File: config.mk
export PLATFORM = sky130hd
export DESIGN_NAME = debounced_button_panel_long_press_core_flat
export DESIGN_NICKNAME = d
export VERILOG_FILES = /design/src/hw/rtl/dbpl_pkg.sv /design/src/hw/rtl/dbpl_if.sv /design/src/hw/rtl/dbpl_lane.sv /design/src/hw/rtl/dbpl_merge.sv /design/src/hw/rtl/debounced_button_panel_long_press_core.sv /design/src/flat_wrapper.sv
export VERILOG_INCLUDE_DIRS = /design/src /design/src/hw/rtl
export SDC_FILE = /design/constraint.sdc
export NUM_CORES = 1
export LEC_CHECK = 0
export BUFFER_PORTS_ARGS = -buffer_cell sky130_fd_sc_hd__buf_4
export CORE_UTILIZATION = 25
export CTS_CLUSTER_DIAMETER = 30
export DETAILED_ROUTE_END_ITERATION = 8
export SETUP_SLACK_MARGIN = 0.3
export SLEW_MARGIN = 10
export SYNTH_ARGS = -nofsm -noshare
export SYNTH_HDL_FRONTEND = slang
export SYNTH_HIERARCHICAL = 1
export SYNTH_SLANG_ARGS = --single-unit
File: constraint.sdc
create_clock -name clk -period 17.4 [get_ports clk]
set_input_delay 3.48 -clock clk [delete_from_list [all_inputs] [get_ports clk]]
set_output_delay 3.48 -clock clk [all_outputs]
set_load 0.02 [all_outputs]
File: src/hw/rtl/debounced_button_panel_long_press_core_defines.svh
// ----------------------------------------------------------------------------
// Button panel assertion macros
// Shared concurrent assertion helpers for the button panel core.
// ----------------------------------------------------------------------------
`ifndef DEBOUNCED_BUTTON_PANEL_LONG_PRESS_CORE_DEFINES_SVH
`define DEBOUNCED_BUTTON_PANEL_LONG_PRESS_CORE_DEFINES_SVH

// Same-cycle implication, disabled while reset is asserted.
`define DBPL_ASSERT_IMPL(label, clk, rst_n, ante, cons) \
    label: assert property (@(posedge clk) disable iff (!rst_n) (ante) |-> (cons)) \
        else $error("%m: same-cycle check failed");

// Next-cycle implication, disabled while reset is asserted.
`define DBPL_ASSERT_NEXT(label, clk, rst_n, ante, cons) \
    label: assert property (@(posedge clk) disable iff (!rst_n) (ante) |=> (cons)) \
        else $error("%m: next-cycle check failed");

`endif

File: src/hw/rtl/dbpl_pkg.sv
// ----------------------------------------------------------------------------
// Button panel package
// Types, codes and reset constants shared by the button panel modules.
// ----------------------------------------------------------------------------
package dbpl_pkg;

    localparam int TIME_BITS_DEF  = 32;
    localparam int MODE_COUNT_DEF = 4;
    localparam int NUM_BUTTONS    = 3;

    localparam int BTN_BOOT  = 0;
    localparam int BTN_PLUS  = 1;
    localparam int BTN_MINUS = 2;

    localparam int TICK_W      = 32;
    localparam int THRESH_W    = 16;
    localparam int SET_W       = 8;
    localparam int MODE_OUT_W  = 2;
    localparam int CFG_IDX_W   = 2;

    localparam logic [THRESH_W-1:0] DEBOUNCE_RESET   = 16'd30;
    localparam logic [THRESH_W-1:0] LONG_PRESS_RESET = 16'd200;

    localparam logic [CFG_IDX_W-1:0] CFG_DEBOUNCE   = 2'd0;
    localparam logic [CFG_IDX_W-1:0] CFG_LONG_PRESS = 2'd1;

    typedef enum logic [1:0] {
        OP_SCAN       = 2'd0,
        OP_SET_MODE   = 2'd1,
        OP_ARM_IGNORE = 2'd2,
        OP_TAKE_ACT   = 2'd3
    } op_t;

    // Control from the merge stage to each debounce lane.
    typedef struct packed {
        logic step;
        logic first;
    } lane_ctrl_t;

    // Status from a debounce lane to the merge stage.
    typedef struct packed {
        logic changed;
        logic pressed_next;
        logic pressed_now;
    } lane_stat_t;

    typedef struct packed {
        logic [MODE_OUT_W-1:0] mode_value;
        logic                  led_boot;
        logic                  led_plus;
        logic                  led_minus;
        logic                  short_press;
        logic                  long_press;
        logic                  activity;
    } res_t;

endpackage

File: src/hw/rtl/dbpl_if.sv
// ----------------------------------------------------------------------------
// Button panel channels
// Valid/ready channels for scan items, results and register writes.
// ----------------------------------------------------------------------------
interface dbpl_in_if;
    logic                              valid;
    logic                              ready;
    logic [1:0]                        op;
    logic [dbpl_pkg::TICK_W-1:0]       now_tick;
    logic                              boot_level;
    logic                              plus_level;
    logic                              minus_level;
    logic [dbpl_pkg::SET_W-1:0]        set_value;

    modport source (output valid, op, now_tick, boot_level, plus_level, minus_level,
                    set_value, input ready);
    modport sink   (input valid, op, now_tick, boot_level, plus_level, minus_level,
                    set_value, output ready);
endinterface

interface dbpl_out_if;
    logic                              valid;
    logic                              ready;
    logic [dbpl_pkg::MODE_OUT_W-1:0]   mode_value;
    logic                              led_boot;
    logic                              led_plus;
    logic                              led_minus;
    logic                              short_press;
    logic                              long_press;
    logic                              activity;

    modport source (output valid, mode_value, led_boot, led_plus, led_minus,
                    short_press, long_press, activity, input ready);
    modport sink   (input valid, mode_value, led_boot, led_plus, led_minus,
                    short_press, long_press, activity, output ready);
endinterface

interface dbpl_cfg_if;
    logic                              valid;
    logic                              ready;
    logic [dbpl_pkg::CFG_IDX_W-1:0]    index;
    logic [dbpl_pkg::THRESH_W-1:0]     data;

    modport source (output valid, index, data, input ready);
    modport sink   (input valid, index, data, output ready);
endinterface

File: src/hw/rtl/dbpl_lane.sv
// ----------------------------------------------------------------------------
// Button panel debounce lane
// Tracks the raw and stable level of one button and reports a stable change.
// ----------------------------------------------------------------------------
module dbpl_lane #(
    parameter int TIME_BITS = dbpl_pkg::TIME_BITS_DEF
) (
    input  logic                            clk,
    input  logic                            rst_n,
    input  dbpl_pkg::lane_ctrl_t            ctrl,
    input  logic                            pressed,
    input  logic [TIME_BITS-1:0]            now,
    input  logic [dbpl_pkg::THRESH_W-1:0]   debounce_ticks,
    output dbpl_pkg::lane_stat_t            stat
);

    logic                 raw_reg;
    logic                 stable_reg;
    logic [TIME_BITS-1:0] change_reg;

    logic                 restart;
    logic [TIME_BITS-1:0] change_next;
    logic [TIME_BITS-1:0] delta;
    logic                 held;
    logic                 changed;
    logic                 stable_next;

    always_comb
    begin
        restart     = (pressed != raw_reg);
        change_next = (restart || ctrl.first) ? now : change_reg;
        delta       = now - change_next;
        held        = (delta >= TIME_BITS'(debounce_ticks));
        changed     = !ctrl.first && (pressed != stable_reg) && held;
        stable_next = (ctrl.first || changed) ? pressed : stable_reg;

        stat.changed      = changed;
        stat.pressed_next = stable_next;
        stat.pressed_now  = stable_reg;
    end

    always_ff @(posedge clk or negedge rst_n)
    begin
        if (!rst_n)
        begin
            raw_reg    <= 1'b0;
            stable_reg <= 1'b0;
            change_reg <= '0;
        end
        else if (ctrl.step)
        begin
            raw_reg    <= pressed;
            stable_reg <= stable_next;
            change_reg <= change_next;
        end
    end

endmodule

File: src/hw/rtl/dbpl_merge.sv
// ----------------------------------------------------------------------------
// Button panel merge stage
// Combines lane results into boot press events, mode steps and activity,
// and holds the result in the output register.
// ----------------------------------------------------------------------------
module dbpl_merge #(
    parameter int MODE_COUNT = dbpl_pkg::MODE_COUNT_DEF,
    parameter int TIME_BITS  = dbpl_pkg::TIME_BITS_DEF
) (
    input  logic                                         clk,
    input  logic                                         rst_n,
    dbpl_in_if.sink                                      sample,
    dbpl_out_if.source                                   result,
    input  logic [TIME_BITS-1:0]                         now,
    input  logic [dbpl_pkg::THRESH_W-1:0]                long_press_ticks,
    input  dbpl_pkg::lane_stat_t [dbpl_pkg::NUM_BUTTONS-1:0] stats,
    output dbpl_pkg::lane_ctrl_t                         lane_ctrl
);

    localparam int MODE_W = $clog2(MODE_COUNT);
    localparam logic [MODE_W-1:0] MODE_MAX = MODE_W'(MODE_COUNT - 1);

    logic                 started_reg,     started_next;
    logic [TIME_BITS-1:0] press_start_reg, press_start_next;
    logic                 long_fired_reg,  long_fired_next;
    logic                 ignore_reg,      ignore_next;
    logic                 activity_reg,    activity_next;
    logic [MODE_W-1:0]    mode_reg,        mode_next;
    logic                 out_valid_reg,   out_valid_next;
    dbpl_pkg::res_t       res_reg,         res_next;

    dbpl_pkg::op_t        op;
    logic                 accept;
    logic                 boot_press;
    logic                 boot_release;
    logic                 lf_eff;
    logic [TIME_BITS-1:0] ps_eff;
    logic [TIME_BITS-1:0] held_time;
    logic                 lp;
    logic                 sp;
    logic [MODE_W-1:0]    mode_up;
    logic [MODE_W-1:0]    mode_dn;
    logic                 act_out;

    assign sample.ready = !out_valid_reg || result.ready;
    assign accept       = sample.valid && sample.ready;
    assign op           = dbpl_pkg::op_t'(sample.op);

    assign lane_ctrl.step  = accept && (op == dbpl_pkg::OP_SCAN);
    assign lane_ctrl.first = !started_reg;

    always_comb
    begin
        started_next     = started_reg;
        press_start_next = press_start_reg;
        long_fired_next  = long_fired_reg;
        ignore_next      = ignore_reg;
        activity_next    = activity_reg;
        mode_next        = mode_reg;
        lp               = 1'b0;
        sp               = 1'b0;
        act_out          = activity_reg;

        boot_press   = stats[dbpl_pkg::BTN_BOOT].changed
                       && stats[dbpl_pkg::BTN_BOOT].pressed_next;
        boot_release = stats[dbpl_pkg::BTN_BOOT].changed
                       && !stats[dbpl_pkg::BTN_BOOT].pressed_next;

        // A newly stable boot press restarts the hold timer before the check.
        ps_eff    = boot_press ? now : press_start_reg;
        lf_eff    = boot_press ? 1'b0 : long_fired_reg;
        held_time = now - ps_eff;

        mode_up = (mode_reg == MODE_MAX) ? '0 : mode_reg + MODE_W'(1);
        mode_dn = mode_reg;

        case (op)
            dbpl_pkg::OP_SCAN:
            begin
                if (!started_reg)
                begin
                    started_next     = 1'b1;
                    press_start_next = now;
                    long_fired_next  = 1'b0;
                end
                else
                begin
                    press_start_next = ps_eff;
                    long_fired_next  = lf_eff;
                    if ((stats[dbpl_pkg::BTN_BOOT].changed
                         && stats[dbpl_pkg::BTN_BOOT].pressed_next)
                        || (stats[dbpl_pkg::BTN_PLUS].changed
                            && stats[dbpl_pkg::BTN_PLUS].pressed_next)
                        || (stats[dbpl_pkg::BTN_MINUS].changed
                            && stats[dbpl_pkg::BTN_MINUS].pressed_next))
                    begin
                        activity_next = 1'b1;
                    end
                    if (ignore_reg)
                    begin
                        if (boot_release)
                        begin
                            ignore_next = 1'b0;
                        end
                    end
                    else
                    begin
                        lp = stats[dbpl_pkg::BTN_BOOT].pressed_next && !lf_eff
                             && (held_time >= TIME_BITS'(long_press_ticks));
                        if (lp)
                        begin
                            long_fired_next = 1'b1;
                        end
                        sp = boot_release && !lf_eff;
                    end
                    // Plus steps first, then minus steps from that result.
                    if (stats[dbpl_pkg::BTN_PLUS].changed
                        && stats[dbpl_pkg::BTN_PLUS].pressed_next)
                    begin
                        mode_dn = mode_up;
                    end
                    if (stats[dbpl_pkg::BTN_MINUS].changed
                        && stats[dbpl_pkg::BTN_MINUS].pressed_next)
                    begin
                        mode_next = (mode_dn == '0) ? MODE_MAX : mode_dn - MODE_W'(1);
                    end
                    else
                    begin
                        mode_next = mode_dn;
                    end
                end
                act_out = activity_next;
            end
            dbpl_pkg::OP_SET_MODE:
            begin
                mode_next = (sample.set_value > dbpl_pkg::SET_W'(MODE_COUNT - 1))
                            ? '0 : sample.set_value[MODE_W-1:0];
            end
            dbpl_pkg::OP_ARM_IGNORE:
            begin
                ignore_next = stats[dbpl_pkg::BTN_BOOT].pressed_now;
            end
            dbpl_pkg::OP_TAKE_ACT:
            begin
                activity_next = 1'b0;
            end
            default:
            begin
                act_out = activity_reg;
            end
        endcase

        res_next.mode_value  = dbpl_pkg::MODE_OUT_W'(mode_next);
        res_next.led_boot    = lane_ctrl.step ? stats[dbpl_pkg::BTN_BOOT].pressed_next
                                              : stats[dbpl_pkg::BTN_BOOT].pressed_now;
        res_next.led_plus    = lane_ctrl.step ? stats[dbpl_pkg::BTN_PLUS].pressed_next
                                              : stats[dbpl_pkg::BTN_PLUS].pressed_now;
        res_next.led_minus   = lane_ctrl.step ? stats[dbpl_pkg::BTN_MINUS].pressed_next
                                              : stats[dbpl_pkg::BTN_MINUS].pressed_now;
        res_next.short_press = sp;
        res_next.long_press  = lp;
        res_next.activity    = act_out;

        if (accept)
        begin
            out_valid_next = 1'b1;
        end
        else if (result.ready)
        begin
            out_valid_next = 1'b0;
        end
        else
        begin
            out_valid_next = out_valid_reg;
        end
    end

    always_ff @(posedge clk or negedge rst_n)
    begin
        if (!rst_n)
        begin
            started_reg     <= 1'b0;
            press_start_reg <= '0;
            long_fired_reg  <= 1'b0;
            ignore_reg      <= 1'b0;
            activity_reg    <= 1'b0;
            mode_reg        <= '0;
            out_valid_reg   <= 1'b0;
        end
        else
        begin
            out_valid_reg <= out_valid_next;
            if (accept)
            begin
                started_reg     <= started_next;
                press_start_reg <= press_start_next;
                long_fired_reg  <= long_fired_next;
                ignore_reg      <= ignore_next;
                activity_reg    <= activity_next;
                mode_reg        <= mode_next;
            end
        end
    end

    always_ff @(posedge clk)
    begin
        if (accept)
        begin
            res_reg <= res_next;
        end
    end

    assign result.valid       = out_valid_reg;
    assign result.mode_value  = res_reg.mode_value;
    assign result.led_boot    = res_reg.led_boot;
    assign result.led_plus    = res_reg.led_plus;
    assign result.led_minus   = res_reg.led_minus;
    assign result.short_press = res_reg.short_press;
    assign result.long_press  = res_reg.long_press;
    assign result.activity    = res_reg.activity;

endmodule

File: src/hw/rtl/debounced_button_panel_long_press_core.sv
// ----------------------------------------------------------------------------
// Debounced button panel with long press
// Top level: three debounce lanes, a merge stage and the register port.
// ----------------------------------------------------------------------------
// The core takes one item per clock and returns one result per item, in the
// cycle after the transfer, through an output register. The three debounce
// lanes and the merge stage update all state at the transfer itself, so a
// new item is accepted every cycle; ready drops only while a finished
// result is held because the result channel is not ready. Register writes
// take effect on the cycle after their transfer and are accepted at any time.

`include "debounced_button_panel_long_press_core_defines.svh"

module debounced_button_panel_long_press_core #(
    parameter int MODE_COUNT = dbpl_pkg::MODE_COUNT_DEF,
    parameter int TIME_BITS  = dbpl_pkg::TIME_BITS_DEF
) (
    input  logic       clk,
    input  logic       rst_n,
    dbpl_in_if.sink    sample,
    dbpl_out_if.source result,
    dbpl_cfg_if.sink   cfg
);

    logic [dbpl_pkg::THRESH_W-1:0] debounce_reg;
    logic [dbpl_pkg::THRESH_W-1:0] long_press_reg;

    logic [TIME_BITS-1:0]                              now;
    logic [dbpl_pkg::NUM_BUTTONS-1:0]                  pressed;
    dbpl_pkg::lane_stat_t [dbpl_pkg::NUM_BUTTONS-1:0]  stats;
    dbpl_pkg::lane_ctrl_t                              lane_ctrl;

    assign cfg.ready = 1'b1;

    always_ff @(posedge clk or negedge rst_n)
    begin
        if (!rst_n)
        begin
            debounce_reg   <= dbpl_pkg::DEBOUNCE_RESET;
            long_press_reg <= dbpl_pkg::LONG_PRESS_RESET;
        end
        else if (cfg.valid)
        begin
            if (cfg.index == dbpl_pkg::CFG_DEBOUNCE)
            begin
                debounce_reg <= cfg.data;
            end
            else if (cfg.index == dbpl_pkg::CFG_LONG_PRESS)
            begin
                long_press_reg <= cfg.data;
            end
        end
    end

    assign now = TIME_BITS'(sample.now_tick);

    // Pins are active low.
    assign pressed[dbpl_pkg::BTN_BOOT]  = !sample.boot_level;
    assign pressed[dbpl_pkg::BTN_PLUS]  = !sample.plus_level;
    assign pressed[dbpl_pkg::BTN_MINUS] = !sample.minus_level;

    for (genvar b = 0; b < dbpl_pkg::NUM_BUTTONS; b++)
    begin : g_lane
        dbpl_lane #(
            .TIME_BITS(TIME_BITS)
        ) u_lane (
            .clk           (clk),
            .rst_n         (rst_n),
            .ctrl          (lane_ctrl),
            .pressed       (pressed[b]),
            .now           (now),
            .debounce_ticks(debounce_reg),
            .stat          (stats[b])
        );
    end

    dbpl_merge #(
        .MODE_COUNT(MODE_COUNT),
        .TIME_BITS (TIME_BITS)
    ) u_merge (
        .clk             (clk),
        .rst_n           (rst_n),
        .sample          (sample),
        .result          (result),
        .now             (now),
        .long_press_ticks(long_press_reg),
        .stats           (stats),
        .lane_ctrl       (lane_ctrl)
    );

    // Boot cannot both fire a long press and report a short press at once.
    `DBPL_ASSERT_IMPL(a_pulse_excl, clk, rst_n, result.valid, !(result.short_press && result.long_press))
    // A long press only fires while boot is debounced as pressed.
    `DBPL_ASSERT_IMPL(a_long_held, clk, rst_n, result.valid && result.long_press, result.led_boot)
    // Every accepted item yields a result on the next cycle.
    `DBPL_ASSERT_NEXT(a_result_follows, clk, rst_n, sample.valid && sample.ready, result.valid)

endmodule

File: src/flat_wrapper.sv
// flat-port wrapper written by rule: the top's interface ports become plain ports
module debounced_button_panel_long_press_core_flat 
#(
    parameter int MODE_COUNT = dbpl_pkg::MODE_COUNT_DEF,
    parameter int TIME_BITS  = dbpl_pkg::TIME_BITS_DEF
)
  (clk, rst_n, sample_valid, sample_op, sample_now_tick, sample_boot_level, sample_plus_level, sample_minus_level, sample_set_value, sample_ready, result_valid, result_mode_value, result_led_boot, result_led_plus, result_led_minus, result_short_press, result_long_press, result_activity, result_ready, cfg_valid, cfg_index, cfg_data, cfg_ready);
  dbpl_in_if sample_i ();
  dbpl_out_if result_i ();
  dbpl_cfg_if cfg_i ();
  input  logic clk;
  input  logic rst_n;
  input wire logic [$bits(sample_i.valid)-1:0] sample_valid;
  input wire logic [$bits(sample_i.op)-1:0] sample_op;
  input wire logic [$bits(sample_i.now_tick)-1:0] sample_now_tick;
  input wire logic [$bits(sample_i.boot_level)-1:0] sample_boot_level;
  input wire logic [$bits(sample_i.plus_level)-1:0] sample_plus_level;
  input wire logic [$bits(sample_i.minus_level)-1:0] sample_minus_level;
  input wire logic [$bits(sample_i.set_value)-1:0] sample_set_value;
  output wire logic [$bits(sample_i.ready)-1:0] sample_ready;
  output wire logic [$bits(result_i.valid)-1:0] result_valid;
  output wire logic [$bits(result_i.mode_value)-1:0] result_mode_value;
  output wire logic [$bits(result_i.led_boot)-1:0] result_led_boot;
  output wire logic [$bits(result_i.led_plus)-1:0] result_led_plus;
  output wire logic [$bits(result_i.led_minus)-1:0] result_led_minus;
  output wire logic [$bits(result_i.short_press)-1:0] result_short_press;
  output wire logic [$bits(result_i.long_press)-1:0] result_long_press;
  output wire logic [$bits(result_i.activity)-1:0] result_activity;
  input wire logic [$bits(result_i.ready)-1:0] result_ready;
  input wire logic [$bits(cfg_i.valid)-1:0] cfg_valid;
  input wire logic [$bits(cfg_i.index)-1:0] cfg_index;
  input wire logic [$bits(cfg_i.data)-1:0] cfg_data;
  output wire logic [$bits(cfg_i.ready)-1:0] cfg_ready;
  assign sample_i.valid = sample_valid;
  assign sample_i.op = sample_op;
  assign sample_i.now_tick = sample_now_tick;
  assign sample_i.boot_level = sample_boot_level;
  assign sample_i.plus_level = sample_plus_level;
  assign sample_i.minus_level = sample_minus_level;
  assign sample_i.set_value = sample_set_value;
  assign sample_ready = sample_i.ready;
  assign result_valid = result_i.valid;
  assign result_mode_value = result_i.mode_value;
  assign result_led_boot = result_i.led_boot;
  assign result_led_plus = result_i.led_plus;
  assign result_led_minus = result_i.led_minus;
  assign result_short_press = result_i.short_press;
  assign result_long_press = result_i.long_press;
  assign result_activity = result_i.activity;
  assign result_i.ready = result_ready;
  assign cfg_i.valid = cfg_valid;
  assign cfg_i.index = cfg_index;
  assign cfg_i.data = cfg_data;
  assign cfg_ready = cfg_i.ready;
  debounced_button_panel_long_press_core #(.MODE_COUNT(MODE_COUNT), .TIME_BITS(TIME_BITS)) u_core (.clk(clk), .rst_n(rst_n), .sample(sample_i), .result(result_i), .cfg(cfg_i));
endmodule
# Word-level counts from Yosys, hierarchy flattened
# Cells that the tools add are included.
# W data, S select, Z words.
[totals] regBits=181 input_bits=68 output_inout_bits=11 wordCells=128
[classes] n_addsub=6 magnitude_cmp=5 eq_ne=12 mux=34 bitwise=3 n_reduce_logical=43
[ops] op="$mux W32" count=5
[ops] op="$ge A32 B16 Y1" count=4
[ops] op="$sub A32 B32 Y32" count=4
[ops] op="$mux W1" count=18
[ops] op="$mux W2" count=8
[ops] op="$logic_and A1 B1 Y1" count=15
[ops] op="$logic_or A1 B1 Y1" count=9
[ops] op="$gt A8 B2 Y1 const B" count=1
[ops] op="$logic_not A1 Y1" count=7
[ops] op="$eq A2 B2 Y1 const B" count=3
[ops] op="$logic_not A2 Y1" count=3
[ops] op="$ne A1 B1 Y1" count=6
[ops] op="$reduce_and A2 Y1" count=3
[ops] op="$reduce_and A3 Y1" count=2
[ops] op="$reduce_bool A2 Y1" count=3
[ops] op="$eq A2 B1 Y1 const B" count=2
[ops] op="$pmux W1 S2" count=2
[ops] op="$pmux W2 S2" count=1
[ops] op="$not A1 Y1" count=3
[ops] op="$reduce_or A3 Y1" count=1
[ops] op="$add A2 B1 Y2 const B" count=1
[ops] op="$ne A2 B2 Y1 const B" count=1
[ops] op="$sub A2 B1 Y2 const B" count=1

# Depth between registers and ports, before layout
[depth] word_depth=18 depth_mapped=55 depth_no_buf=49

# Cells and area by module
# The synthesis kept the hierarchy.
[by_module_without_submodules] mod="dbpl_lane (u_core.g_lane[1].u_lane ...)" n_inst=2 cells_each=465 area_each_um2=4095.2 seq_area_each_um2=850.8
[by_module_without_submodules] mod="dbpl_merge" n_inst=1 cells_each=593 area_each_um2=5032.3 seq_area_each_um2=1216.2
[by_module_without_submodules] mod="dbpl_lane (u_core.g_lane[0].u_lane)" n_inst=1 cells_each=487 area_each_um2=4204.0 seq_area_each_um2=850.8
[by_module_without_submodules] mod="debounced_button_panel_long_press_core" n_inst=1 cells_each=73 area_each_um2=1243.7 seq_area_each_um2=809.5

# Least setup slack after synthesis
# No wires, ideal clock.
[synth_timing] path_type="in2reg" start="in sample_boot_level" end="reg u_core.u_merge.res_reg (netlist bit u_core/u_merge/result.long_press) (data pin)" setup_ns=0.268 arrival_ns=13.072 required_time_ns=17.132 setup_slack_ns=4.059 stages=51 n_path_buf=7 path_cell_list="inv_1 -> buf_6 -> xnor2_1 -> nand2b_1 -> buf_1 -> buf_1 -> mux2i_1 -> ha_1 -> a21o_1 -> a21oi_1 -> a221oi_4 -> o31a_1 -> nor2_1 -> o21ai_0 -> xor2_1 -> ha_1 -> a21o_1 -> a221oi_1 -> (+15 left out) -> inv_1 -> ha_1 -> o311ai_4 -> a31oi_1 -> a221oi_2 -> o21ai_0 -> xor2_1 -> ha_1 -> a21oi_1 -> nor2b_1 -> a211oi_1 -> o21ai_0 -> a211oi_1 -> and4_1 -> o2111a_1 -> nand4_1 -> o41ai_2 -> a21oi_1"
[synth_via] elab_chain_cells=14 word_cells_on_any_way=19 classes_between="2 x add/sub; 2 x order compare; 2 x eq/ne; 4 x mux; 9 x reduce/logical"
[synth_lines] item="start: declaration" line_no="flat_wrapper.sv:16" rtl="input wire logic [$bits(sample_i.boot_level)-1:0] sample_boot_level;"
[synth_lines] item="$logic_not A1 Y1 *" line_no="debounced_button_panel_long_press_core.sv:58" rtl="assign pressed[dbpl_pkg::BTN_BOOT] = !sample.boot_level;"
[synth_lines] item="$ne A1 B1 Y1" line_no="dbpl_lane.sv:30" rtl="restart = (pressed != raw_reg);"
[synth_lines] item="$logic_or A1 B1 Y1" line_no="dbpl_lane.sv:31" rtl="change_next = (restart || ctrl.first) ? now : change_reg;"
[synth_lines] item="$mux W32" line_no="dbpl_lane.sv:31"
[synth_lines] item="$sub A32 B32 Y32" line_no="dbpl_lane.sv:32" rtl="delta = now - change_next;"
[synth_lines] item="$ge A32 B16 Y1" line_no="dbpl_lane.sv:33" rtl="held = (delta >= TIME_BITS'(debounce_ticks));"
[synth_lines] item="$logic_and A1 B1 Y1" line_no="dbpl_lane.sv:34" rtl="changed = !ctrl.first && (pressed != stable_reg) && held;"
[synth_lines] item="$logic_or A1 B1 Y1" line_no="dbpl_lane.sv:35" rtl="stable_next = (ctrl.first || changed) ? pressed : stable_reg;"
[synth_lines] item="$mux W1 *" line_no="dbpl_lane.sv:35"
[synth_lines] item="net u_core.g_lane[0].u_lane.stable_next" line_no="dbpl_lane.sv:26" rtl="logic stable_next;"
[synth_lines] item="$logic_and A1 B1 Y1" line_no="dbpl_merge.sv:65" rtl="&& stats[dbpl_pkg::BTN_BOOT].pressed_next;"
[synth_lines] item="$mux W32 or $mux W1 (tied branches)" line_no="dbpl_merge.sv:70, dbpl_merge.sv:71"
[synth_lines] item="$sub A32 B32 Y32 or $logic_not A1 Y1 (tied branches)" line_no="dbpl_merge.sv:72, dbpl_merge.sv:108"
[synth_lines] item="$ge A32 B16 Y1 or $logic_and A1 B1 Y1 (tied branches)" line_no="dbpl_merge.sv:109, dbpl_merge.sv:108"
[synth_lines] item="$logic_and A1 B1 Y1 *" line_no="dbpl_merge.sv:109" rtl="&& (held_time >= TIME_BITS'(long_press_ticks));"
[synth_lines] item="end signal: assignment" line_no="dbpl_merge.sv:209" rtl="res_reg <= res_next;"
[synth_lines] item="end: declaration" line_no="dbpl_merge.sv:30" rtl="dbpl_pkg::res_t res_reg, res_next;"
# The timed path passes the listed nets; every way through them passes the cells marked *.
# A chain may end at the register's enable or synchronous reset.

==> run_results.csv <==
group,metric,value,unit
status,status,"finished, final reports clean",
routing,vias_per_cell,5.111,
cts,cts_tree,"done",
routing,drt_pass1_iterations,5,
place,placedCellCount,3036,
die,die_area,75780,sq um
cts,cts_root_buf,"clkbuf_16",
timing,hold_viol_final,0,
cts,cts_buffers,17,
cts,cts_resized,0,
worst_setup_path,crit_top_cell,"ha_1",
layout,num_antenna_cells,0,
timing,worst_pin_slew,986.1,ps
cts,cts.hold.buffers_added,0,
synthesis,synth_edf_count,8,
synthesis,synthFlopType,"dfrtp_1",
power,p_per_area,140.5,nW/um^2
place,port_buffers,77,
layout,area_growth,10.60,%
routing,drtIter0Drc,1217,
grt,grt_pass1_wl,83140,um
timing,grt_setup_unrepaired,"no",
timing,finalWorstPathRequiredPeriod,14030,ps
power,ir_drop,0.00007615,V
timing,slew_violations,0,
routing,drt-total-wl,53070,um
cts,cts_max_level,4,
die,io_pins,79,
power,leakage,0.009057,uW
synthesis,synth.cell_area,18670,sq um
die,die_h,275.3,um
cts,clk_latency,510,ps
synthesis,ys_seq_area_frac,0.2452,
worst_setup_path,slowest_delay,600,ps
worst_setup_path,path_class,"in2reg",
synthesis,synth_top_cells_by_area,"dfrtp_1, ha_1, mux2_2",
worst_setup_path,startpoint_type,"primary input",
synthesis,synth.top_cell.area_share,0.2225,
worst_hold_path,min_path_type,"reg2reg",
layout,fin_nets,2342,
timing,period_share,0.8061,
synthesis,yosys-top-cells-count,"ha_1, dfrtp_1, inv_1, mux2_2, nand2_1",
grt,overflow,0,
synthesis,synth.most_common_cell,"ha_1",
place,place.gp.congestion,0.8703,
timing,fmax,0.07130,GHz
layout,n_fill_cell,7823,
synthesis,ys_seq_elements,181,
synthesis,ys_types,106,
synthesis,synth-warning-count,6,
grt,grt_max_degree,104,
timing,setup_viol,0,
worst_setup_path,worstPathArrival,14280,ps
synthesis,synth_cells,2083,
routing,vias,15680,
timing,skew,17.22,ps
routing,wl_per_cell,17.30,um
cts,cts_buffer_depth,2,
synthesis,syn_nets,2329,
die,rows,99,
cts,clkSinkCount,181,
run,cap_violations,0,
die,initial_core_util,0.2542,
worst_setup_path,cp_num_buf_inv,3,
synthesis,avgSynthCellArea,8.963,sq um
layout,drive_gt1_frac,0.1645,
grt,grtUsageTotal,0.1412,
worst_setup_path,cp_top_family,"compound AO/OA/AOI/OAI gates",
layout,largest_reg_flops,96,
die,core,73450,sq um
grt,grt_pass1_vias,15000,
layout,final_cell_count_no_fill,3068,
cts,postCtsSetupRepairBufs,0,
routing,antenna_left,0,
synthesis,synth_area_leader_cell,"dfrtp_1",
worst_setup_path,crit_fanout,28,
timing,maxSlewHeadroom,0.3426,
worst_setup_path,critPathSlowestCell,"nor2_2",
place,dp.final_hpwl,42110,um
worst_setup_path,cp.required,17650,ps
routing,drc,0,
timing,setup_tns,0,ps
grt,grt_antenna_before_repair,0,
cts,clkTransAtPathRegs,80,ps
worst_setup_path,critical_path.endpoint_type,"flip-flop",
die,die_x,275.3,um
synthesis,async_flop_share,0.9558,
cells in the final DEF, fill, tap and decap left out, drive strengths merged, types with 10 or more instances in the layout:
cell | Yosys | routed
and4 | 10 | 10
maj3 | 21 | 21
nand2b | 30 | 30
and3 | 19 | 19
a21o | 64 | 64
nand3b | 12 | 12
o31ai | 18 | 18
a31oi | 26 | 26
nor2 | 110 | 110
inv | 147 | 156
a31o | 10 | 10
dfrtp | 166 | 166
ha | 175 | 175
and2 | 14 | 14
nor2b | 33 | 33
mux2i | 103 | 103
o2111ai | 18 | 18
mux2 | 153 | 153
nand2 | 145 | 145
nor3 | 41 | 41
buf | 32 | 85
nand4 | 25 | 25
o211ai | 27 | 27
a221oi | 12 | 12
nand3 | 28 | 28
xnor2 | 66 | 66
xor2 | 51 | 51
a21boi | 10 | 10
a2111oi | 16 | 16
o21bai | 10 | 10
nor3b | 11 | 11
clkbuf | 60 | 18
a211oi | 35 | 35
o21ai | 100 | 100
o21a | 20 | 20
a21oi | 138 | 138
metal layers:
| metal | part of all wire | vias up | global-route usage | routed length, um |
|---|---|---|---|---|
| li1 | - | 7723 | - | - |
| met1 | 0.48 | 7634 | 0.1886 | 25440 |
| met2 | 0.47 | 283 | 0.2361 | 25120 |
| met3 | 0.034 | 40 | 0.02210 | 1802 |
| met4 | 0.013 | 0 | 0.03577 | 701 |
| met5 | 0 | - | 0 | 0 |
path summary, 6_finish.rpt:
path | start | cells after the start | slack (ps) | end
max | sample_boot_level | 48 | 3370 | u_core/u_merge/result.long_press$_SDFFCE_PP0P_
min | u_core/g_lane[2].u_lane/change_reg[0]$_DFFE_PN0P_ | 2 | 490 | u_core/g_lane[2].u_lane/change_reg[0]$_DFFE_PN0P_
max reg2reg | u_core/g_lane[0].u_lane/raw_reg$_DFFE_PN0P_ | 46 | 6230 | u_core/u_merge/result.long_press$_SDFFCE_PP0P_
min reg2reg | u_core/g_lane[2].u_lane/change_reg[0]$_DFFE_PN0P_ | 2 | 490 | u_core/g_lane[2].u_lane/change_reg[0]$_DFFE_PN0P_
max in group asynchronous | rst_n | 2 | 12860 | u_core/u_merge/press_start_reg[9]$_DFFE_PN0P_
min in group asynchronous | rst_n | 1 | 3070 | u_core/g_lane[2].u_lane/change_reg[22]$_DFFE_PN0P_
final cells by class:
cell class,count,area (sq um),share of cell area
Clock buffer,17,425.4,0.02060
Clock inverter,15,135.1,0.006544
Inverter,147,551.8,0.02672
Multi-Input combinational cell,1663,13110,0.6347
Sequential cell,181,4578,0.2217
Tap cell,959,1200,0.05811
Timing Repair Buffer,86,651.9,0.03157
metrics by stage:
stage	worst slack, ps	util	hold slack (ps)	instance area (sq um)	total power [uW]
after floorplan	4059	-	449.6	18670	2088
after global placement	3118	0.2735	466.7	20090	2478
after detailed placement	3011	0.2735	474.3	20090	2494
after CTS	3523	0.2811	492.5	20650	2909
after global routing	2594	0.2811	516.3	20650	3161
final	3374	0.2811	489.6	20650	2902
kinds of logic after synthesis:
family	synth area share
xor gates and xnor gates	0.05609
adders and majority gates	0.1320
muxes	0.1477
other	0.0002009
buffers and inverters	0.05361
AOI/OAI and AO/OA	0.2259
and+or+nand+nor	0.1393
DFF	0.2452
tightest hold or removal path, cell delays in order (launching register included):
cell	delay, ps
dfrtp_1	350
nand2_1	40
o21ai_0	60
where the power goes:
part / switching (uW) / internal [uW] / total [uW] / leakage (uW)
clock: 207 / 188 / 395 / 0.000269
combinational: 1040 / 795 / 1830 / 0.00662
sequential: 109 / 567 / 676 / 0.00217
Power figures use the tool's default switching activity.
